`src/rtl/duplicate_value_filter_assert.svh`:
```
// ----------------------------------------------------------------------------
// Duplicate value filter assertion macros
// Concurrent assertion shorthands for the filter's RTL, used by the seen-value table.
// ----------------------------------------------------------------------------
`ifndef DUPLICATE_VALUE_FILTER_ASSERT_SVH
`define DUPLICATE_VALUE_FILTER_ASSERT_SVH

// The consequent must hold in the same cycle as the antecedent.
`define DVF_ASSERT_SAME(label, clk, rst, ante, cons, msg) \
   label: assert property (@(posedge clk) disable iff (rst) (ante) |-> (cons)) \
      else $error(msg);

// The consequent must hold in the cycle after the antecedent.
`define DVF_ASSERT_NEXT(label, clk, rst, ante, cons, msg) \
   label: assert property (@(posedge clk) disable iff (rst) (ante) |=> (cons)) \
      else $error(msg);

`endif

```
`src/rtl/dvf_pkg.sv`:
```
// ----------------------------------------------------------------------------
// Duplicate value filter package
// Types and fixed widths shared by the filter's modules.
// ----------------------------------------------------------------------------
`timescale 1ns / 1ps

package dvf_pkg;

   // Width of one list element.
   localparam int VALUE_W = 32;

   // One result transfer as produced by the lookup table engine.
   typedef struct packed {
      logic signed [VALUE_W-1:0] value;
      logic                      keep;
      logic                      last;
      logic                      overflow;
   } dvf_result_type;

endpackage

```
`src/rtl/dvf_table.sv`:
```
// ----------------------------------------------------------------------------
// Duplicate value filter seen-value table
// Holds the values seen in the current list in a synchronous memory, scans
// it one entry per cycle for each new value and records first occurrences while there is room.
// ----------------------------------------------------------------------------
`timescale 1ns / 1ps
`include "duplicate_value_filter_assert.svh"

module dvf_table #(
   parameter int MAX_ITEMS = 64
) (
   input  logic                              clock,
   input  logic                              reset,
   input  logic                              start,
   input  logic signed [dvf_pkg::VALUE_W-1:0] start_value,
   input  logic                              start_last,
   input  logic                              res_take,
   output logic                              idle,
   output logic                              res_valid,
   output dvf_pkg::dvf_result_type           result
);

   localparam int IDX_W = (MAX_ITEMS > 1) ? $clog2(MAX_ITEMS) : 1;
   localparam int CNT_W = $clog2(MAX_ITEMS + 1);

   localparam logic [1:0] ST_IDLE = 2'd0;
   localparam logic [1:0] ST_SCAN = 2'd1;
   localparam logic [1:0] ST_DONE = 2'd2;

   logic [dvf_pkg::VALUE_W-1:0]        seen_mem [MAX_ITEMS];
   logic [dvf_pkg::VALUE_W-1:0]        mem_q_ff;

   logic [1:0]                         state_ff, state_in;
   logic [CNT_W-1:0]                   count_ff, count_in;
   logic [CNT_W-1:0]                   rd_idx_ff, rd_idx_in;
   logic                               rd_pend_ff, rd_pend_in;
   logic                               hit_ff, hit_in;
   logic signed [dvf_pkg::VALUE_W-1:0] value_ff, value_in;
   logic                               last_ff, last_in;

   logic scan;
   logic match;
   logic rd_issue;
   logic scan_end;
   logic table_full;
   logic finish;
   logic mem_we;

   // The scan ends on a match, or once no further read is issued: at that
   // point the last pending entry, if any, is being compared.
   assign scan       = (state_ff == ST_SCAN);
   assign match      = rd_pend_ff && (mem_q_ff == value_ff);
   assign rd_issue   = scan && !match && (rd_idx_ff < count_ff);
   assign scan_end   = scan && (match || !rd_issue);
   assign table_full = (count_ff == CNT_W'(MAX_ITEMS));
   assign finish     = (state_ff == ST_DONE) && res_take;
   assign mem_we     = finish && !hit_ff && !table_full;

   always_comb begin
      state_in   = state_ff;
      count_in   = count_ff;
      rd_idx_in  = rd_idx_ff;
      rd_pend_in = rd_issue;
      hit_in     = hit_ff;
      value_in   = value_ff;
      last_in    = last_ff;
      case (state_ff)
         ST_IDLE: begin
            if (start) begin
               value_in  = start_value;
               last_in   = start_last;
               rd_idx_in = '0;
               state_in  = ST_SCAN;
            end
         end
         ST_SCAN: begin
            if (rd_issue) begin
               rd_idx_in = rd_idx_ff + 1'b1;
            end
            if (scan_end) begin
               hit_in   = match;
               state_in = ST_DONE;
            end
         end
         ST_DONE: begin
            if (res_take) begin
               if (last_ff) begin
                  count_in = '0;
               end else if (mem_we) begin
                  count_in = count_ff + 1'b1;
               end
               state_in = ST_IDLE;
            end
         end
         default: begin
            state_in = ST_IDLE;
         end
      endcase
   end

   always_ff @(posedge clock) begin
      if (reset) begin
         state_ff   <= ST_IDLE;
         count_ff   <= '0;
         rd_pend_ff <= 1'b0;
      end else begin
         state_ff   <= state_in;
         count_ff   <= count_in;
         rd_pend_ff <= rd_pend_in;
      end
   end

   always_ff @(posedge clock) begin
      rd_idx_ff <= rd_idx_in;
      hit_ff    <= hit_in;
      value_ff  <= value_in;
      last_ff   <= last_in;
   end

   // Entries are written only at the fill count and read only below it.
   always_ff @(posedge clock) begin
      if (mem_we) begin
         seen_mem[count_ff[IDX_W-1:0]] <= value_ff;
      end
      if (rd_issue) begin
         mem_q_ff <= seen_mem[rd_idx_ff[IDX_W-1:0]];
      end
   end

   assign idle            = (state_ff == ST_IDLE);
   assign res_valid       = (state_ff == ST_DONE);
   assign result.value    = value_ff;
   assign result.keep     = !hit_ff;
   assign result.last     = last_ff;
   assign result.overflow = !hit_ff && table_full;

   `DVF_ASSERT_SAME(a_count_bound, clock, reset, 1'b1, count_ff <= CNT_W'(MAX_ITEMS), "fill count beyond table depth")
   `DVF_ASSERT_SAME(a_scan_bound, clock, reset, scan, rd_idx_ff <= count_ff, "scan index beyond fill count")
   `DVF_ASSERT_NEXT(a_last_clears, clock, reset, finish && last_ff, count_ff == '0, "table not cleared after final element")
   `DVF_ASSERT_NEXT(a_record, clock, reset, mem_we && !last_ff, count_ff == $past(count_ff) + 1'b1, "new value not recorded")

endmodule

```
`src/rtl/duplicate_value_filter.sv`:
```
// ----------------------------------------------------------------------------
// Duplicate value filter
// Marks each list element as kept on its first occurrence in the list or
// dropped when it repeats an earlier element.
// ----------------------------------------------------------------------------
//
//  Channel   Direction  Handshake              Payload
//  req_      in         req_valid / req_stall  req_value, req_last
//  rsp_      out        rsp_valid / rsp_stall  rsp_value_out, rsp_keep,
//                                              rsp_last_out, rsp_overflow
//
// The scan of the seen-value memory reads one entry per cycle: a new element
// is compared with every value already recorded in its list, while a repeat
// stops at its first match, so the time from one request transfer to the
// next grows with the fill count, up to a full table of MAX_ITEMS entries.
// Reset clears the fill count at once, so no clearing pass is needed.
// The result register lets the next element be scanned while a result waits
// on rsp_stall; the table waits only when a second result is ready first.
// ----------------------------------------------------------------------------
`timescale 1ns / 1ps

module duplicate_value_filter #(
   parameter int MAX_ITEMS = 64
) (
   input  logic                               clock,
   input  logic                               reset,
   input  logic                               req_valid,
   output logic                               req_stall,
   input  logic signed [dvf_pkg::VALUE_W-1:0] req_value,
   input  logic                               req_last,
   output logic                               rsp_valid,
   input  logic                               rsp_stall,
   output logic signed [dvf_pkg::VALUE_W-1:0] rsp_value_out,
   output logic                               rsp_keep,
   output logic                               rsp_last_out,
   output logic                               rsp_overflow
);

   logic                    tbl_idle;
   logic                    tbl_res_valid;
   dvf_pkg::dvf_result_type tbl_result;
   logic                    req_xfer;
   logic                    res_take;

   logic                    rsp_valid_ff, rsp_valid_in;
   dvf_pkg::dvf_result_type rsp_data_ff, rsp_data_in;

   // The table takes a new element only when its previous one is finished.
   assign req_stall = !tbl_idle;
   assign req_xfer  = req_valid && !req_stall;

   dvf_table #(
      .MAX_ITEMS (MAX_ITEMS)
   ) u_table (
      .clock       (clock),
      .reset       (reset),
      .start       (req_xfer),
      .start_value (req_value),
      .start_last  (req_last),
      .res_take    (res_take),
      .idle        (tbl_idle),
      .res_valid   (tbl_res_valid),
      .result      (tbl_result)
   );

   // A finished result moves into the output register whenever that register
   // is empty or its current content leaves in this same cycle.
   assign res_take = tbl_res_valid && (!rsp_valid_ff || !rsp_stall);

   always_comb begin
      rsp_data_in = rsp_data_ff;
      if (res_take) begin
         rsp_valid_in = 1'b1;
         rsp_data_in  = tbl_result;
      end else if (rsp_valid_ff && !rsp_stall) begin
         rsp_valid_in = 1'b0;
      end else begin
         rsp_valid_in = rsp_valid_ff;
      end
   end

   always_ff @(posedge clock) begin
      if (reset) begin
         rsp_valid_ff <= 1'b0;
      end else begin
         rsp_valid_ff <= rsp_valid_in;
      end
   end

   always_ff @(posedge clock) begin
      rsp_data_ff <= rsp_data_in;
   end

   assign rsp_valid     = rsp_valid_ff;
   assign rsp_value_out = rsp_data_ff.value;
   assign rsp_keep      = rsp_data_ff.keep;
   assign rsp_last_out  = rsp_data_ff.last;
   assign rsp_overflow  = rsp_data_ff.overflow;

endmodule

```
`config.mk`:
```
export PLATFORM = sky130hd
export DESIGN_NAME = duplicate_value_filter
export DESIGN_NICKNAME = d
export VERILOG_FILES = /design/src/rtl/dvf_pkg.sv /design/src/rtl/dvf_table.sv /design/src/rtl/duplicate_value_filter.sv
export VERILOG_INCLUDE_DIRS = /design/src /design/src/rtl
export SDC_FILE = /design/constraint.sdc
export NUM_CORES = 2
export LEC_CHECK = 0
export BUFFER_PORTS_ARGS = -buffer_cell sky130_fd_sc_hd__buf_2
export CAP_MARGIN = 10
export CORE_UTILIZATION = 57
export CTS_CLUSTER_DIAMETER = 120
export CTS_CLUSTER_SIZE = 16
export DETAILED_ROUTE_END_ITERATION = 8
export HOLD_SLACK_MARGIN = 0.02
export PLACE_DENSITY_LB_ADDON = 0.25
export SKIP_LAST_GASP = 1
export SYNTH_ARGS = -nofsm -noshare
export SYNTH_HDL_FRONTEND = slang
export SYNTH_SLANG_ARGS = --single-unit
```
`constraint.sdc`:
```
create_clock -name clock -period 3.3 [get_ports clock]
set_input_delay 0.495 -clock clock [delete_from_list [all_inputs] [get_ports clock]]
set_output_delay 0.495 -clock clock [all_outputs]
set_load 0.05 [all_outputs]
```
==> impl_metrics.yaml <==
clock_network:
  cts-root-buf: "sky130_fd_sc_hd__clkbuf_16"
  clkSlewWorstSetupHoldPaths_ns: 0.07
  clock_path_buffers: 3
  tritoncts: "built"
  htree_num_levels: 4
  clk_latency_ns: 0.80
  clock-sinks: 2167
  tritoncts.num_buffers: 153
setup_path:
  critical_path_arrival_ns: 3.70
  crit_fanout: 22
  cp_data_required_time_ns: 3.83
  timing.critical_path.from_type: "flop"
  worstSetupEndpointType: "flop"
  crit_type: "flop to flop"
run_status:
  violations_in_the_final_reports: "design-rule violations"
  status: "finished with violations"
yosys:
  syn_inst: 3656
  synth-warning-count: 0
  syn_area_sq_um: 82600
  ranking_of_synthesized_cells_by_area: "sky130_fd_sc_hd__edfxtp_1 78%, sky130_fd_sc_hd__mux4_2 14%, sky130_fd_sc_hd__mux2i_1 1.3%, sky130_fd_sc_hd__a22oi_1 0.53%, sky130_fd_sc_hd__o221ai_1 0.51%"
  synth_enable_flop_cells: 2156
  synth_seq_area_share: 0.786
  ys_seq_elements: 2167
  synthDominantAreaCellType: "sky130_fd_sc_hd__edfxtp_1"
  synthDominantCellAreaShare: 0.783
  yosysUniqueCellTypes: 60
  postSynth.asyncResetShare: 0
  dominantRegCellSynth: "sky130_fd_sc_hd__edfxtp_1"
  synthesis.nets: 3702
  synth.avg_cell_area_sq_um: 22.6
global_route:
  grt.overflow.total: 0
  antenna_found_initial: 14
  grt_start_max_net_pins: 66
  grt_pass1_wl_mm: 311
  globalRouteTotalUtil: 0.309
  first_global_vias: 40600
die:
  num_rows: 139
  coreArea_sq_um: 144000
  design.die.area_sq_um: 147000
  die_w_um: 383
  floorplan.die.height_um: 383
  floorplan.initialDensity: 0.575
  boundaryPins: 74
place:
  dpl.hpwl_mm: 131
  io_buffer_count: 73
  postPlaceCellArea_sq_um: 88300
  dp_cells: 5769
  gp_congestion: 0.888
drt:
  final_antenna_net_count: 0
  post_drt_wl_per_cell_um: 37.2
  dr.first_iter.drc_count: 6244
  remaining_drc_errors: 16
  num_vias: 41600
  drt_first_pass_iters: 8
  via_density_per_instance: 6.94
  wirelength_mm: 223
sta:
  grt_setup_unrepaired: "no"
  fin_crit_ns: 3.17
  slew_headroom: 0.338
  final.setup_skew_ns: 0.0313
  setup_viol_count_final: 0
  fmax_ghz: 0.315
  final.period_utilization: 0.961
  max_slew.worst_pin.slew_ns: 0.993
  hold_violations: 0
  slew_viol_final: 0
worst_hold_path:
  hold_class: "input port to flop"
power_and_ir_drop:
  power-per-cell-area_nw_per_um2: 581
  cellLeakagePower_nw: 28.7
  vdd.ir_drop.worst_uv: 446
cells_and_area:
  area.growth.synth_to_final_pct: 12.3
  postLayoutCoreUtil: 0.646
  final_cell_area_sq_um: 92800
  finalNonFillerCells: 5993
  post_route_cells_drive_above_1_share: 0.284
  post_layout_nets: 4101
run:
  cap_viol_max_count: 0
-- metrics by stage --
step	setup TNS (ns)	hold WS, ns	worst slack [ns]	power (W)
after floorplan	-11.24	0.471	-0.0228	0.0346
after global placement	0	0.495	0.0729	0.0371
after detailed placement	0	0.509	0.0546	0.0371
after CTS	0	0.0599	0.0414	0.0540
after global routing	0	0.110	0.0506	0.0551
final	0	0.124	0.130	0.0539
-- path summary, 6_finish.rpt --
check	from	endpoint	slack [ns]	cells after the start
worst max-delay path	u_table.rd_idx_ff[0]$_SDFFCE_PN0P_	u_table.mem_q_ff[29]$_DFFE_PP_	0.13	8
worst min-delay path	rsp_stall	rsp_valid$_SDFFE_PP0P_	0.12	3
worst max register to register	u_table.rd_idx_ff[0]$_SDFFCE_PN0P_	u_table.mem_q_ff[29]$_DFFE_PP_	0.13	8
worst min register to register	u_table.count_ff[6]$_SDFFE_PP0P_	u_table.count_ff[6]$_SDFFE_PP0P_	0.51	2
-- cells by family after synthesis --
group | synth area share
xor+xnor | 0.00360
simple gates | 0.0164
mux | 0.150
flops | 0.786
buf+inv | 0.0147
fa+ha+maj | 0.00136
compound gates | 0.0276
-- metal layers --
| metal | share of wire | vias up | global-route usage |
|---|---|---|---|
| met1 | 0.37 | 22200 | 0.441 |
| met2 | 0.47 | 2819 | 0.472 |
| met5 | 0.00012 | - | 0 |
| met4 | 0.033 | 4 | 0.0985 |
| li1 | - | 16200 | - |
| met3 | 0.13 | 372 | 0.0805 |
-- power by group --
part	internal (W)	total [W]	switching, W
logic	0.00234	0.00595	0.00361
clock network	0.00852	0.0173	0.00875
registers	0.0305	0.0307	0.000128
-- sequential cells by signal, indices dropped and copies added, names as in the netlist --
name and flops:
u_table.mem_q_ff 32, rsp_value_out 32, u_table.state_ff 2, u_table.value_ff 32
u_table.rd_pend_ff 1, rsp_valid 1, rsp_last_out 1, u_table.seen_mem 2048
rsp_overflow 1, u_table.hit_ff 1, rsp_keep 1, u_table.rd_idx_ff 7
u_table.last_ff 1, u_table.count_ff 7
-- layout by cell type, fill, tap and decap left out, drive strengths merged, types with 40 or more instances in the layout --
cell type / Yosys / routed
buf: 121 / 404
a22oi: 58 / 58
mux2i: 111 / 111
nand2: 69 / 69
mux4: 497 / 497
nor2: 108 / 108
edfxtp: 2156 / 2156
o22ai: 40 / 40
clkbuf: 73 / 172
o221ai: 48 / 48
a21oi: 59 / 59
-- worst max-delay path: stages (launching register included) --
cell	delay [ns]
sky130_fd_sc_hd__edfxtp_1	0.45
sky130_fd_sc_hd__buf_12	0.21
sky130_fd_sc_hd__buf_12	0.22
sky130_fd_sc_hd__buf_12	0.22
sky130_fd_sc_hd__mux4_2	0.52
sky130_fd_sc_hd__mux4_2	0.48
sky130_fd_sc_hd__a22oi_1	0.45
sky130_fd_sc_hd__buf_4	0.25
sky130_fd_sc_hd__nand3_1	0.08
-- cells in the mapped netlist (3+ instances only) --
library cell / count
sky130_fd_sc_hd__a2111oi_0: 3
sky130_fd_sc_hd__a211o_1: 7
sky130_fd_sc_hd__a211oi_1: 8
sky130_fd_sc_hd__a21oi_1: 59
sky130_fd_sc_hd__a221o_1: 4
sky130_fd_sc_hd__a221oi_1: 12
sky130_fd_sc_hd__a221oi_2: 3
sky130_fd_sc_hd__a22o_1: 8
sky130_fd_sc_hd__a22oi_1: 58
sky130_fd_sc_hd__a31oi_1: 13
sky130_fd_sc_hd__and3_1: 4
sky130_fd_sc_hd__buf_1: 19
sky130_fd_sc_hd__buf_2: 46
sky130_fd_sc_hd__buf_4: 19
sky130_fd_sc_hd__buf_6: 35
sky130_fd_sc_hd__clkbuf_1: 73
sky130_fd_sc_hd__dfxtp_1: 11
sky130_fd_sc_hd__edfxtp_1: 2156
sky130_fd_sc_hd__ha_1: 9
sky130_fd_sc_hd__inv_1: 16
sky130_fd_sc_hd__mux2_2: 10
sky130_fd_sc_hd__mux2i_1: 111
sky130_fd_sc_hd__mux4_2: 497
sky130_fd_sc_hd__nand2_1: 69
sky130_fd_sc_hd__nand2b_1: 13
sky130_fd_sc_hd__nand3_1: 32
sky130_fd_sc_hd__nand4_1: 6
sky130_fd_sc_hd__nor2_1: 108
sky130_fd_sc_hd__nor2b_1: 14
sky130_fd_sc_hd__nor3_1: 13
sky130_fd_sc_hd__nor4_1: 3
sky130_fd_sc_hd__o2111ai_1: 5
sky130_fd_sc_hd__o211ai_1: 3
sky130_fd_sc_hd__o21ai_0: 31
sky130_fd_sc_hd__o221ai_1: 48
sky130_fd_sc_hd__o22a_1: 3
sky130_fd_sc_hd__o22ai_1: 40
sky130_fd_sc_hd__o31ai_1: 5
sky130_fd_sc_hd__or2_2: 4
sky130_fd_sc_hd__or3_1: 23
sky130_fd_sc_hd__xnor2_1: 29
sky130_fd_sc_hd__xor2_1: 5
-- timing repair --
item / 4_1_cts / 5_1_grt
buffers inserted: 0 / 0
setup endpoints to repair: 0 / 1
hold buffers: 34 / 0
endpoints found under the hold margin: 38 / 0
resized for setup: 0 / 1
-- layout make-up --
type | instances | area [sq um]
fillers | 9293 | 50900
well taps | 1903 | 2380
multi-input cells | 1278 | 17000
clock inverters | 11 | 108
diodes | 7 | 17.5
repair buffers | 438 | 4250
clock buffers | 172 | 3990
flip-flops and latches | 2167 | 65000
inverters | 17 | 68.8
Note: power is estimated with default switching activity, not from simulation.
